<file path="config.mk">
export PLATFORM = sky130hd
export DESIGN_NAME = accumulator_alu_register_unit
export DESIGN_NICKNAME = d
export VERILOG_FILES = /design/src/aaru_pkg.sv /design/src/aaru_alu.sv /design/src/accumulator_alu_register_unit.sv
export SDC_FILE = /design/constraint.sdc
export NUM_CORES = 1
export LEC_CHECK = 0
export BUFFER_PORTS_ARGS = -buffer_cell sky130_fd_sc_hd__buf_2
export CAP_MARGIN = 10
export CELL_PAD_IN_SITES_DETAIL_PLACEMENT = 2
export CELL_PAD_IN_SITES_GLOBAL_PLACEMENT = 2
export CORE_MARGIN = 10
export CORE_UTILIZATION = 38
export DETAILED_ROUTE_END_ITERATION = 8
export PLACE_DENSITY_LB_ADDON = 0.25
export SLEW_MARGIN = 10
export SYNTH_ARGS = -nofsm -noshare
export SYNTH_HDL_FRONTEND = slang
export SYNTH_HIERARCHICAL = 1
export SYNTH_SLANG_ARGS = --single-unit
</file>
<file path="constraint.sdc">
create_clock -name clk -period 10.5 [get_ports clk]
set_clock_uncertainty 0.05 [all_clocks]
set_input_delay 1.05 -clock clk [delete_from_list [all_inputs] [get_ports clk]]
set_output_delay 1.05 -clock clk [all_outputs]
set_load 0.02 [all_outputs]
</file>
<file path="src/aaru_pkg.sv">
// types and command codes shared by the accumulator alu register unit
package aaru_pkg;

  localparam int unsigned CmdW  = 5;
  localparam int unsigned DataW = 8;

  typedef enum logic [CmdW-1:0] {
    CMD_ADC = 5'd0,
    CMD_SBC = 5'd1,
    CMD_AND = 5'd2,
    CMD_EOR = 5'd3,
    CMD_ORA = 5'd4,
    CMD_ROL = 5'd5,
    CMD_ROR = 5'd6,
    CMD_SEC = 5'd7,
    CMD_CLC = 5'd8,
    CMD_SED = 5'd9,
    CMD_CLD = 5'd10,
    CMD_SEI = 5'd11,
    CMD_CLI = 5'd12,
    CMD_TAX = 5'd13,
    CMD_TAY = 5'd14,
    CMD_TXA = 5'd15,
    CMD_TYA = 5'd16,
    CMD_TSX = 5'd17,
    CMD_TXS = 5'd18
  } cmd_t;

  // architectural registers and status flags
  typedef struct packed {
    logic [DataW-1:0] acc;
    logic [DataW-1:0] x;
    logic [DataW-1:0] y;
    logic [DataW-1:0] sp;
    logic             n;
    logic             z;
    logic             c;
    logic             v;
    logic             d;
    logic             i;
  } arch_t;

endpackage

</file>
<file path="src/aaru_alu.sv">
// execution logic: next register and flag state for one command
module aaru_alu
  import aaru_pkg::*;
(
  input  arch_t            cur,
  input  logic [CmdW-1:0]  command,
  input  logic [DataW-1:0] operand,
  output arch_t            nxt
);

  logic [DataW-1:0] add_m;
  logic [DataW:0]   sum;
  logic [DataW-1:0] res;
  logic             add_v;

  // sbc is adc with the inverted operand
  assign add_m = (command == CMD_SBC) ? ~operand : operand;
  assign sum   = {1'b0, cur.acc} + {1'b0, add_m} + {{DataW{1'b0}}, cur.c};
  assign add_v = ~(cur.acc[DataW-1] ^ add_m[DataW-1]) & (cur.acc[DataW-1] ^ sum[DataW-1]);

  always_comb begin
    nxt = cur;
    res = '0;
    case (command)
      CMD_ADC, CMD_SBC: begin
        res     = sum[DataW-1:0];
        nxt.acc = res;
        nxt.c   = sum[DataW];
        nxt.v   = add_v;
      end
      CMD_AND: begin
        res     = cur.acc & operand;
        nxt.acc = res;
      end
      CMD_EOR: begin
        res     = cur.acc ^ operand;
        nxt.acc = res;
      end
      CMD_ORA: begin
        res     = cur.acc | operand;
        nxt.acc = res;
      end
      CMD_ROL: begin
        res     = {cur.acc[DataW-2:0], cur.c};
        nxt.acc = res;
        nxt.c   = cur.acc[DataW-1];
      end
      CMD_ROR: begin
        res     = {cur.c, cur.acc[DataW-1:1]};
        nxt.acc = res;
        nxt.c   = cur.acc[0];
      end
      CMD_SEC: nxt.c = 1'b1;
      CMD_CLC: nxt.c = 1'b0;
      CMD_SED: nxt.d = 1'b1;
      CMD_CLD: nxt.d = 1'b0;
      CMD_SEI: nxt.i = 1'b1;
      CMD_CLI: nxt.i = 1'b0;
      CMD_TAX: begin
        res   = cur.acc;
        nxt.x = res;
      end
      CMD_TAY: begin
        res   = cur.acc;
        nxt.y = res;
      end
      CMD_TXA: begin
        res     = cur.x;
        nxt.acc = res;
      end
      CMD_TYA: begin
        res     = cur.y;
        nxt.acc = res;
      end
      CMD_TSX: begin
        res   = cur.sp;
        nxt.x = res;
      end
      CMD_TXS: nxt.sp = cur.x;
      default: ;
    endcase

    // n and z follow the result of every command that produces one
    case (command)
      CMD_ADC, CMD_SBC, CMD_AND, CMD_EOR, CMD_ORA, CMD_ROL, CMD_ROR,
      CMD_TAX, CMD_TAY, CMD_TXA, CMD_TYA, CMD_TSX: begin
        nxt.n = res[DataW-1];
        nxt.z = (res == '0);
      end
      default: ;
    endcase
  end

endmodule

</file>
<file path="src/accumulator_alu_register_unit.sv">
// top level of the accumulator alu register unit
// An 8-bit accumulator execution unit. Each input beat carries a command and
// an operand byte; the unit applies it to A, X, Y, SP and the N, Z, C, V, D, I
// flags and returns one output beat holding every register and flag after the
// command. Arithmetic is binary only, D is stored and reported. Unused command
// codes leave the state unchanged and still return a beat. An input beat is
// captured in an input register, the alu computes the new state from it, and the
// state is written into the architectural registers that also drive the output
// ports, with out_valid raised as the command retires. The unit sustains one
// command per cycle while the output is taken; a stalled output holds the input
// register, and the input stays ready while a slot is free. Reset clears the valid
// flags and the architectural registers; the input payload register is not reset.
module accumulator_alu_register_unit
  import aaru_pkg::*;
(
  input  logic             clk,
  input  logic             rst_n,
  input  logic             in_valid,
  output logic             in_ready,
  input  logic [CmdW-1:0]  in_command,
  input  logic [DataW-1:0] in_operand,
  output logic             out_valid,
  input  logic             out_ready,
  output logic [DataW-1:0] out_acc_out,
  output logic [DataW-1:0] out_x_out,
  output logic [DataW-1:0] out_y_out,
  output logic [DataW-1:0] out_sp_out,
  output logic             out_neg_flag,
  output logic             out_zero_flag,
  output logic             out_carry_flag,
  output logic             out_ovf_flag,
  output logic             out_dec_flag,
  output logic             out_irq_mask_flag
);

  // input register stage
  logic             s1_valid_r;
  logic [CmdW-1:0]  s1_cmd_r;
  logic [DataW-1:0] s1_opnd_r;

  // architectural state doubles as the output payload register
  arch_t            arch_r;
  arch_t            arch_nxt;
  logic             out_valid_r;

  logic             out_free;
  logic             s1_adv;

  // output slot can take a new beat when empty or being drained
  assign out_free = ~out_valid_r | out_ready;
  assign s1_adv   = s1_valid_r & out_free;
  assign in_ready = ~s1_valid_r | s1_adv;

  aaru_alu u_alu (
    .cur     (arch_r),
    .command (s1_cmd_r),
    .operand (s1_opnd_r),
    .nxt     (arch_nxt)
  );

  always_ff @(posedge clk) begin
    if (!rst_n) begin
      s1_valid_r <= 1'b0;
    end else if (in_ready) begin
      s1_valid_r <= in_valid;
    end
  end

  // payload of the input register needs no reset
  always_ff @(posedge clk) begin
    if (in_valid && in_ready) begin
      s1_cmd_r  <= in_command;
      s1_opnd_r <= in_operand;
    end
  end

  always_ff @(posedge clk) begin
    if (!rst_n) begin
      out_valid_r <= 1'b0;
      arch_r      <= '0;
    end else begin
      if (out_free) begin
        out_valid_r <= s1_valid_r;
      end
      // state moves only when a command retires into the output slot
      if (s1_adv) begin
        arch_r <= arch_nxt;
      end
    end
  end

  assign out_valid         = out_valid_r;
  assign out_acc_out       = arch_r.acc;
  assign out_x_out         = arch_r.x;
  assign out_y_out         = arch_r.y;
  assign out_sp_out        = arch_r.sp;
  assign out_neg_flag      = arch_r.n;
  assign out_zero_flag     = arch_r.z;
  assign out_carry_flag    = arch_r.c;
  assign out_ovf_flag      = arch_r.v;
  assign out_dec_flag      = arch_r.d;
  assign out_irq_mask_flag = arch_r.i;

  // a held input beat survives an output stall
  a_s1_hold: assert property (@(posedge clk) disable iff (!rst_n)
    s1_valid_r && !out_free |=> s1_valid_r && $stable(s1_cmd_r) && $stable(s1_opnd_r))
    else $error("input register lost its beat during a stall");

  // state changes only when a command retires
  a_state_hold: assert property (@(posedge clk) disable iff (!rst_n)
    !s1_adv |=> $stable(arch_r))
    else $error("architectural state changed without a retiring command");

  // a drained output with nothing behind it goes empty
  a_out_drain: assert property (@(posedge clk) disable iff (!rst_n)
    out_valid_r && out_ready && !s1_valid_r |=> !out_valid_r)
    else $error("output beat repeated after being taken");

endmodule

</file>
==> impl_metrics.json <==
{
  "post_cts_buffers": 0,
  "design_area_um2": 4460,
  "numCtsBuffers": 5,
  "drive_above_1_share_pct": 18.5,
  "cts_tree": "yes",
  "crit_type": "reg2reg",
  "startpoint_type": "register",
  "cts_max_path_buffers": 2,
  "avgRoutedWirePerCell_um": 23.4,
  "grt_setup_unrepaired": "no",
  "synth.distinct_cells": 63,
  "hpwl_um": 11300,
  "nNetsFinal": 554,
  "worstSkewPairLatency_ns": 0.35,
  "overflow": 0,
  "antenna_found_initial": 0,
  "irDropWorstVdd_uv": 68.7,
  "clkTransAtPathRegs_ns": 0.10,
  "final.setup.tns_ns": 0,
  "die_x_um": 124,
  "gp_congestion": 0.880,
  "floorplan.rows": 37,
  "hold_depth": 2,
  "hold_class": "reg2reg",
  "reg2reg_depth": 13,
  "ctsResizeCount": 0,
  "crit_arrival_ns": 4.71,
  "core-area_um2": 10400,
  "worst-slew-pin-transition_ns": 1.18,
  "ctsHoldBuffers": 0,
  "grt_max_degree": 79,
  "setup_viol": 0,
  "seq_area_frac_synth_pct": 29.0,
  "relSlewSlack_pct": 21.3,
  "ant_nets": 0,
  "r2r_setup_slack_ns": 6.02,
  "synth_cells": 479,
  "clock-root-buffer": "clkbuf_8",
  "fin_crit_sh_pct": 42.7,
  "crit_fanout": 19,
  "dp.cells": 641,
  "routed_wl_um": 15200,
  "timing.rr.start": "s1_cmd_r[2]$_DFFE_PP_",
  "synth_edf_count": 13,
  "first_pass_iters": 4,
  "areaGrowthSynthToFinish_pct": 8.49,
  "drv_cap": 0,
  "min_from": "out_neg_flag$_SDFFE_PN0P_",
  "fp.dieH_um": 124,
  "fill_cells": 1246,
  "fmax_mhz": 223,
  "syn_area_per_cell_um2": 8.59,
  "post-route-min-period_ns": 4.48,
  "cts_max_level": 2,
  "diodes": 0,
  "grt_util_all_layers_pct": 20.5,
  "vias": 3846,
  "grt_pass1_wl_um": 24200,
  "slew_violations": 0,
  "grt_pass1_vias": 4202,
  "status": "completed",
  "power_leakage_uw": 0.00176,
  "ys_seq_elements": 53,
  "hold_violations": 0,
  "drtIter0Drc": 318,
  "io_buffers": 56,
  "drc": 0,
  "dpl-instance-area_um2": 4360,
  "synthArstFlopShare_pct": 0,
  "io_pins": 57,
  "cp.required_ns": 10.73,
  "yosysWarnings": 6,
  "vias_per_cell": 5.93,
  "cellPowerDensity_nw_per_um2": 97.9,
  "die-area_um2": 15400,
  "cts.sinks": 53,
  "hold_path_end": "out_neg_flag$_SDFFE_PN0P_",
  "worstReg2RegEnd": "out_zero_flag$_SDFFE_PN0P_",
  "synth.cell_area_um2": 4110,
  "initial_utilization_pct": 39.5,
  "synth_nets": 521,
  "dominantRegCellSynth": "dfxtp_1",
  "fin_cells": 649,
  "worst_setup_path_end_kind": "register"
}
-- kinds of logic (layout without fill, tap and decap cells) --
kind of cell / count (synthesis) / count (layout) / share of synthesized area, %
mux: 61 / 61 / 15.4
compound gates: 83 / 83 / 14.9
buf+inv: 56 / 90 / 7.54
fa+ha+maj: 25 / 25 / 7.97
flops: 53 / 53 / 29.0
xor+xnor: 9 / 9 / 1.92
simple gates: 192 / 192 / 23.2
-- worst max-delay path by stage --
stage                          start                    endpoint  slack (ns)  cells after the start
2_1_floorplan  s1_cmd_r[2]$_DFFE_PP_  out_zero_flag$_SDFFE_PN0P_        7.09                     14
3_5_place_dp   s1_cmd_r[2]$_DFFE_PP_  out_zero_flag$_SDFFE_PN0P_        6.24                     13
3_3_place_gp   s1_cmd_r[2]$_DFFE_PP_  out_zero_flag$_SDFFE_PN0P_        6.60                     13
4_1_cts        s1_cmd_r[2]$_DFFE_PP_  out_zero_flag$_SDFFE_PN0P_        6.11                     13
5_1_grt        s1_cmd_r[2]$_DFFE_PP_  out_zero_flag$_SDFFE_PN0P_        5.63                     13
6_report       s1_cmd_r[2]$_DFFE_PP_  out_zero_flag$_SDFFE_PN0P_        6.02                     13
-- metal layers --
metal	GRT usage [%]	share of wire, %
met3	4.07	5.2
met2	34.8	49
met5	0	0
met4	7.41	2.1
met1	25.1	43
-- flip-flops by register name, summed over array words and instances, names as in the netlist, 5 cells and up --
| register | flops |
|---|---|
| s1_cmd_r | 5 |
| out_sp_out | 8 |
| out_x_out | 8 |
| out_y_out | 8 |
| out_acc_out | 8 |
| s1_opnd_r | 8 |
-- cells in the final DEF (no fill, tap or decap), drive strengths merged, types with 10 or more instances in the layout --
cell type,count
mux2i,42
inv,24
a21oi,14
dfxtp,40
ha,23
nand2,91
nor2,19
mux2,19
nor2b,14
o21ai,15
edfxtp,13
buf,59
a221o,10
nor3,20
-- critical path, cell delays in order (launching register included) --
cell       delay [ns]
edfxtp_1         0.64
nor3_1           0.58
nand2_1          0.43
xnor2_1          0.25
fa_1             0.42
fa_1             0.39
nor2b_1          0.24
nor3_1           0.13
a2111oi_1        0.52
and4_1           0.28
nand4b_1         0.10
o21ai_1          0.15
nand2_1          0.06
mux2i_1          0.17
-- synth_stat cells (3+ instances only) --
cell | count | area [um2]
xnor2_1 | 9 | 78.8
inv_1 | 23 | 86.3
buf_4 | 4 | 30.0
nor3_1 | 20 | 100
nand4_1 | 3 | 18.8
buf_6 | 5 | 56.3
o21a_1 | 4 | 30.0
mux2_2 | 19 | 214
a2111oi_0 | 3 | 26.3
o22ai_1 | 4 | 25.0
and2_1 | 3 | 18.8
ha_1 | 23 | 288
dfxtp_1 | 40 | 801
nor2_1 | 17 | 63.8
buf_2 | 12 | 60.1
clkbuf_1 | 10 | 37.5
nor3b_1 | 4 | 30.0
nand2b_1 | 7 | 43.8
a211o_1 | 3 | 26.3
mux2i_1 | 42 | 420
nand2_1 | 91 | 342
and3_1 | 5 | 31.3
nor2b_1 | 12 | 75.1
nand3_1 | 7 | 35.0
a22oi_1 | 7 | 52.6
nor4_1 | 4 | 25.0
edfxtp_1 | 13 | 390
a221o_1 | 10 | 100
a21oi_1 | 14 | 70.1
o21ai_0 | 14 | 70.1
-- where the power goes --
| part | internal (uW) | leakage (uW) | switching, uW |
|---|---|---|---|
| Sequential | 214 | 0.000450 | 10.4 |
| Combinational | 28.2 | 0.00126 | 46.7 |
| Clock | 55.0 | 0.0000518 | 82.6 |
-- final cells by class --
cell class | instances | area (um2) | share of cell area (%)
inverters | 23 | 86.3 | 1.93
clock buffers | 6 | 82.6 | 1.85
multi-input cells | 370 | 2610 | 58.5
well taps | 136 | 170 | 3.81
repair buffers | 59 | 303 | 6.79
clock inverters | 2 | 17.5 | 0.393
flip-flops and latches | 53 | 1190 | 26.7
-- per-stage QoR --
step / hold WS (ns) / setup slack (ns) / total power (uW) / utilization [%]
after floorplan: 0.435 / 7.09 / 283 / -
after global placement: 0.414 / 6.60 / 299 / 41.9
after detailed placement: 0.427 / 6.24 / 303 / 41.9
after CTS: 0.440 / 6.11 / 441 / 42.8
after global routing: 0.479 / 5.63 / 457 / 42.8
final: 0.438 / 6.02 / 437 / 42.8
Power figures use the tool's default switching activity.
